==> config.mk <==
export PLATFORM = sky130hd
export DESIGN_NAME = ascii_line_buffer_idle_commit
export DESIGN_NICKNAME = d
export VERILOG_FILES = /design/src/design/alb_pkg.sv /design/src/design/alb_mem.sv /design/src/design/alb_ctrl.sv /design/src/design/ascii_line_buffer_idle_commit.sv
export SDC_FILE = /design/constraint.sdc
export NUM_CORES = 1
export LEC_CHECK = 0
export BUFFER_PORTS_ARGS = -buffer_cell sky130_fd_sc_hd__buf_2
export CAP_MARGIN = 5
export CORE_MARGIN = 2
export CORE_UTILIZATION = 45
export DETAILED_ROUTE_END_ITERATION = 12
export SYNTH_ARGS = -nofsm -noshare
export SYNTH_HDL_FRONTEND = slang
export SYNTH_SLANG_ARGS = --single-unit
==> constraint.sdc <==
create_clock -name clk -period 5.4 [get_ports clk]
set_input_delay 0.27 -clock clk [delete_from_list [all_inputs] [get_ports clk]]
set_output_delay 0.27 -clock clk [all_outputs]
set_load 0.005 [all_outputs]
==> src/design/alb_pkg.sv <==
package alb_pkg;

	localparam int unsigned FRAME_SIZE_DEF = 128;
	localparam logic [15:0] IDLE_LIMIT_RST = 16'd250;

	localparam logic [2:0] REQ_PUT    = 3'd0;
	localparam logic [2:0] REQ_BACK   = 3'd1;
	localparam logic [2:0] REQ_COMMIT = 3'd2;
	localparam logic [2:0] REQ_TICK   = 3'd3;
	localparam logic [2:0] REQ_READ   = 3'd4;

	typedef struct packed {
		logic       we;
		logic [7:0] waddr;
		logic [7:0] wdata;
		logic [7:0] raddr;
	} alb_mem_req_t;

endpackage

==> src/design/alb_mem.sv <==
module alb_mem #(
	parameter int unsigned FRAME_SIZE = alb_pkg::FRAME_SIZE_DEF
) (
	input  logic                  clk,
	input  alb_pkg::alb_mem_req_t mem_req,
	output logic [7:0]            rdata
);
	import alb_pkg::*;

	localparam int unsigned AW = (FRAME_SIZE > 1) ? $clog2(FRAME_SIZE) : 1;

	logic [7:0] store_q [FRAME_SIZE];
	logic [7:0] rdata_q;

	always_ff @(posedge clk) begin
		if (mem_req.we) begin
			store_q[mem_req.waddr[AW-1:0]] <= mem_req.wdata;
		end
		rdata_q <= store_q[mem_req.raddr[AW-1:0]];
	end

	assign rdata = rdata_q;

endmodule

==> src/design/alb_ctrl.sv <==
module alb_ctrl #(
	parameter int unsigned FRAME_SIZE = alb_pkg::FRAME_SIZE_DEF
) (
	input  logic                  clk,
	input  logic                  arst_n,
	input  logic                  start,
	input  logic [2:0]            req_type,
	input  logic [7:0]            char_code,
	input  logic [7:0]            read_index,
	input  logic                  cfg_valid,
	input  logic [15:0]           cfg_idle_limit,
	input  logic [7:0]            rdata,
	output logic                  busy,
	output alb_pkg::alb_mem_req_t mem_req,
	output logic                  done,
	output logic [7:0]            read_data,
	output logic [7:0]            fill_level,
	output logic                  frame_committed
);
	import alb_pkg::*;

	localparam int unsigned AW = (FRAME_SIZE > 1) ? $clog2(FRAME_SIZE) : 1;
	localparam logic [AW-1:0] LAST_IDX = AW'(FRAME_SIZE - 1);
	localparam logic [7:0] FS8 = 8'(FRAME_SIZE);

	typedef enum logic [1:0] {ST_IDLE, ST_SWEEP, ST_READ} state_t;

	state_t        state_q;
	logic [AW-1:0] ptr_q;
	logic [7:0]    wp_q;
	logic [15:0]   idle_q;
	logic [15:0]   limit_q;
	logic          report_q;
	logic          in_range_q;
	logic          done_q;
	logic [7:0]    rd_q;
	logic          committed_q;

	logic        accept;
	logic        full;
	logic [16:0] idle_next;
	logic        timeout;
	logic        go_commit;

	assign accept    = start && (state_q == ST_IDLE);
	assign full      = (wp_q == FS8);
	assign idle_next = {1'b0, idle_q} + 17'd1;
	assign timeout   = idle_next >= {1'b0, limit_q};
	assign go_commit = accept && ((req_type == REQ_COMMIT) ||
		((req_type == REQ_TICK) && (wp_q != 8'd0) && timeout));

	always_comb begin
		mem_req       = '0;
		mem_req.raddr = read_index;
		if (state_q == ST_SWEEP) begin
			mem_req.we    = 1'b1;
			mem_req.waddr = 8'(ptr_q);
		end else if (accept) begin
			if ((req_type == REQ_PUT) && !full) begin
				mem_req.we    = 1'b1;
				mem_req.waddr = wp_q;
				mem_req.wdata = char_code;
			end else if ((req_type == REQ_BACK) && (wp_q != 8'd0)) begin
				mem_req.we    = 1'b1;
				mem_req.waddr = wp_q - 8'd1;
			end
		end
	end

	always_ff @(posedge clk or negedge arst_n) begin
		if (!arst_n) begin
			// power-up clearing pass walks the whole frame
			state_q     <= ST_SWEEP;
			ptr_q       <= '0;
			wp_q        <= '0;
			idle_q      <= '0;
			limit_q     <= IDLE_LIMIT_RST;
			report_q    <= 1'b0;
			in_range_q  <= 1'b0;
			done_q      <= 1'b0;
			rd_q        <= '0;
			committed_q <= 1'b0;
		end else begin
			done_q <= 1'b0;
			if (cfg_valid) begin
				limit_q <= cfg_idle_limit;
			end
			case (state_q)
				ST_IDLE: begin
					if (accept) begin
						rd_q        <= '0;
						committed_q <= 1'b0;
						if (go_commit) begin
							if (full) begin
								// nothing left to clear
								wp_q        <= '0;
								idle_q      <= '0;
								committed_q <= 1'b1;
								done_q      <= 1'b1;
							end else begin
								ptr_q    <= wp_q[AW-1:0];
								report_q <= 1'b1;
								state_q  <= ST_SWEEP;
							end
						end else begin
							case (req_type)
								REQ_PUT: begin
									if (!full) begin
										wp_q   <= wp_q + 8'd1;
										idle_q <= '0;
									end
									done_q <= 1'b1;
								end
								REQ_BACK: begin
									if (wp_q != 8'd0) begin
										wp_q   <= wp_q - 8'd1;
										idle_q <= '0;
									end
									done_q <= 1'b1;
								end
								REQ_TICK: begin
									if (wp_q == 8'd0) begin
										idle_q <= '0;
									end else begin
										idle_q <= idle_next[15:0];
									end
									done_q <= 1'b1;
								end
								REQ_READ: begin
									in_range_q <= read_index < FS8;
									state_q    <= ST_READ;
								end
								default: begin
									done_q <= 1'b1;
								end
							endcase
						end
					end
				end
				ST_SWEEP: begin
					if (ptr_q == LAST_IDX) begin
						state_q  <= ST_IDLE;
						wp_q     <= '0;
						idle_q   <= '0;
						report_q <= 1'b0;
						if (report_q) begin
							committed_q <= 1'b1;
							done_q      <= 1'b1;
						end
					end else begin
						ptr_q <= ptr_q + AW'(1);
					end
				end
				ST_READ: begin
					rd_q    <= in_range_q ? rdata : 8'd0;
					done_q  <= 1'b1;
					state_q <= ST_IDLE;
				end
				default: begin
					state_q <= ST_IDLE;
				end
			endcase
		end
	end

	assign busy            = (state_q != ST_IDLE);
	assign done            = done_q;
	assign read_data       = rd_q;
	assign fill_level      = wp_q;
	assign frame_committed = committed_q;

endmodule

==> src/design/ascii_line_buffer_idle_commit.sv <==
// Channel   Handshake             Payload
// request   start / busy          req_type, char_code, read_index
// result    done (one cycle)      read_data, fill_level, frame_committed
// config    cfg_valid / cfg_ready cfg_idle_limit
//
// Put, backspace, tick and unknown requests: result in the cycle after accept.
// Read: passes through ST_READ for the registered read port of the frame memory.
// Commit (explicit or on timeout): the sweep clears the entries from fill_level
// to the end of the frame, one entry cleared per cycle through the single memory
// write port; a full frame skips the sweep. After reset a clearing pass over the
// whole frame keeps busy high. cfg_ready is always high; the receiver cannot stall.
module ascii_line_buffer_idle_commit #(
	parameter int unsigned FRAME_SIZE = alb_pkg::FRAME_SIZE_DEF
) (
	input  logic        clk,
	input  logic        arst_n,
	input  logic        start,
	output logic        busy,
	input  logic [2:0]  req_type,
	input  logic [7:0]  char_code,
	input  logic [7:0]  read_index,
	output logic        done,
	output logic [7:0]  read_data,
	output logic [7:0]  fill_level,
	output logic        frame_committed,
	input  logic        cfg_valid,
	output logic        cfg_ready,
	input  logic [15:0] cfg_idle_limit
);
	import alb_pkg::*;

	alb_mem_req_t mem_req;
	logic [7:0]   rdata;

	assign cfg_ready = 1'b1;

	alb_ctrl #(
		.FRAME_SIZE(FRAME_SIZE)
	) u_ctrl (
		.clk            (clk),
		.arst_n         (arst_n),
		.start          (start),
		.req_type       (req_type),
		.char_code      (char_code),
		.read_index     (read_index),
		.cfg_valid      (cfg_valid),
		.cfg_idle_limit (cfg_idle_limit),
		.rdata          (rdata),
		.busy           (busy),
		.mem_req        (mem_req),
		.done           (done),
		.read_data      (read_data),
		.fill_level     (fill_level),
		.frame_committed(frame_committed)
	);

	alb_mem #(
		.FRAME_SIZE(FRAME_SIZE)
	) u_mem (
		.clk    (clk),
		.mem_req(mem_req),
		.rdata  (rdata)
	);

endmodule

==> impl_results.md <==
* Synthesis-stage register bit count at 1093
* Post-synthesis cell count at 2156
* Later-pin clock latency in the skew report at 0.70 ns
* WL/cell at 28.1 µm
* Vias post-DR at 22200
* Hold WS at 0.0485 ns
* Worst hold path type: input port to flip-flop
* Achievable Freq at 225 MHz
* Initial DRC Count at 2588
* CTS tree: yes
* Overall routing resource usage at 21.1%
* Syn avg cell area at 20.3 µm²
* CTS Sinks at 1093
* TNS Setup at 0 ns
* Max-Cap Viols at 0
* PwrDens at 359 nW/µm²
* Number of distinct library cells after synthesis at 72
* CTS H-tree depth at 3
* Largest net degree at the start of global routing at 113
* Sequential share of the synthesized area at 74.2%
* Final nets at 2386
* Hold Fails Final Rpt at 0
* Post-DP HPWL at 64400 µm
* 1st-pass router iterations at 5
* Post-CTS Resized at 0
* Yosys warnings at 0
* # port buffers at 57
* Final Routed Wirelength at 104000 µm
* Clk Tree Root Cell: clkbuf_16
* # DRC at 0
* Post-route minimum period at 4.44 ns
* Io pins at 59
* Worst Path Arrival at 4.75 ns
* Routed Antenna Nets at 0
* Number of global-route vias before repair at 22300
* Startpoint types: flip-flop
* Initial Util at 45.3%
* Clock Skew at 0.0385 ns
* WP data required at 5.71 ns
* Area Growth Syn to Fin at 13.9%
* Total CTS buffers at 110
* Max incr delay on CP at 0.83 ns
* Crit end category: flip-flop
* Max Root-Sink Buffers at 3
* FP Rows at 114
* Crit Path Max Fanout at 16
* Peak supply drop at 0.252 mV
* Worst path cell trace: inv_1 -> ha_1 -> and3b_1 -> a21o_1 -> and3_1 -> o21ai_0 -> and2_1 -> nand2_1 -> nor2_1
* Unrepaired setup endpoints after global routing: no
* First-pass GRT wire length at 154000 µm
* Die height at 316 µm
* Crit path max-delay cell type: nor2_1
* Least-Margin Pin Slew at 1.30 ns
* Initial antenna violation count at 2
* Final weighted congestion in routability-driven placement at 0.857
* Die width at 316 µm
* Synth Flop Type: edfxtp_1
* Core area at 96600 µm²
* Clk slew on worst S/H paths at 0.06 ns
* Leakage Power at 16.1 nW
* Setup violators final at 0
* Fraction of registers with async set/reset at 5.58%
* GRT overflow at 0
* Syn nets at 2215
* Post-DR vias/cell at 6.01
* Critical Setup Path Class: flip-flop to flip-flop
* Layout cells sized above 1 at 27.7%
* Die Area at 99700 µm²
* Slew headroom at 10.9%
* Crit share post-route at 82.2%
* Netlist Area Pre-Place at 43800 µm²
* Status: finished, final reports clean
* Max-slew violations at 0
* Post-synth EDFFs at 1024
-- area by class of cell --
type                    instances  area, µm²
flip-flops and latches       1093      32400
multi-input cells             903      10700
well taps                    1276       1600
fillers                      7512      46700
clock inverters                66        636
diodes                          2       5.00
clock buffers                 138       2930
repair buffers                176       1330
inverters                      43        161
-- registers in the layout (all words and copies together), names as in the netlist --
register                cells
u_mem.store_q            1024
u_ctrl.idle_q              16
u_ctrl.limit_q             16
u_ctrl.fill_level           8
u_ctrl.read_data            8
u_mem.rdata                 8
u_ctrl.ptr_q                7
u_ctrl.state_q              2
u_ctrl.done                 1
u_ctrl.frame_committed      1
u_ctrl.in_range_q           1
u_ctrl.report_q             1
-- worst max-delay path: cells and delay by family, from the launching register on --
| kind | cells | cell delay (ns) |
|---|---|---|
| compound gates | 2 | 0.57 |
| buf+inv | 1 | 0.14 |
| fa+ha+maj | 1 | 0.32 |
| flops | 1 | 0.42 |
| simple gates | 5 | 2.59 |
-- kinds of logic after synthesis --
logic type / count (synthesis) / synth area share, %
and+or+nand+nor: 374 / 4.20
muxes: 333 / 16.8
AOI/OAI and AO/OA: 161 / 2.52
buffers and inverters: 160 / 1.50
adders and majority gates: 20 / 0.572
DFF: 1093 / 74.2
other: 1 / 0.00857
xor gates and xnor gates: 14 / 0.280
-- where the power goes --
group / leakage, nW / total (W) / internal [W] / switching, W
sequential: 10.2 / 0.00935 / 0.00926 / 0.0000921
clock: 1.74 / 0.00747 / 0.00428 / 0.00319
combinational: 4.11 / 0.00105 / 0.000438 / 0.000613
total: 16.1 / 0.0179 / 0.0140 / 0.00390
-- worst paths after layout --
path / startpoint / cells past startpoint / to / slack [ns]
setup / recovery: u_ctrl.fill_level[0] / 9 / u_mem.store_q[82][3] / 0.96
hold / removal: cfg_valid / 3 / u_ctrl.limit_q[11] / 0.05
setup reg to reg: u_ctrl.fill_level[0] / 9 / u_mem.store_q[82][3] / 0.96
hold reg to reg: u_mem.rdata[2] / 1 / u_ctrl.read_data[2] / 0.45
max in group asynchronous: arst_n / 3 / u_ctrl.limit_q[2] / 4.51
min in group asynchronous: arst_n / 3 / u_ctrl.frame_committed / 0.34
-- Yosys cell counts, types with 32 or more instances --
cell type | count | area (µm²)
edfxtp_1 | 1024 | 30700
mux4_2 | 320 | 7210
nor2_1 | 104 | 390
nand2_1 | 81 | 304
clkbuf_1 | 68 | 255
nor3_1 | 58 | 290
dfrtp_1 | 54 | 1350
inv_1 | 43 | 161
buf_2 | 41 | 205
nand3_1 | 35 | 175
o22ai_1 | 35 | 219
a21oi_1 | 32 | 160
-- timing repair --
action | 4_1_cts | 5_1_grt
setup buffers | 0 | 0
hold endpoints to repair | 72 | 0
hold buffers | 27 | 0
-- cell usage in the layout, fill, tap and decap left out, types with 32 or more instances in the layout --
cell type	count
o22ai_1	35
nor2_1	104
clkbuf_16	110
dfrtp_1	54
nand3_1	35
inv_1	43
nor3_1	58
a21oi_1	32
buf_2	53
nand2_1	81
buf_4	89
mux4_2	320
edfxtp_1	1024
-- per-layer routing --
layer  track usage, %  wire (µm)
met1             31.7      45300
met2             33.3      49900
met3             2.93       6560
met4             4.65       1960
met5                0          0
-- per-stage QoR --
| step | worst slack (ns) | power, W | instance area [µm²] | cells | util (%) |
|---|---|---|---|---|---|
| 3_3_place_gp | 1.10 | 0.0105 | 46000 | 3464 | 47.6 |
| 6_report | 0.963 | 0.0179 | 49800 | 3697 | 51.6 |
| 4_1_cts | 1.01 | 0.0180 | 49800 | 3695 | 51.6 |
| 3_5_place_dp | 1.03 | 0.0106 | 46000 | 3464 | 47.6 |
| 5_1_grt | 0.722 | 0.0184 | 49800 | 3695 | 51.6 |
| 2_1_floorplan | 1.62 | 0.0102 | 43800 | 2156 | - |
(Power assumes the default switching activity.)
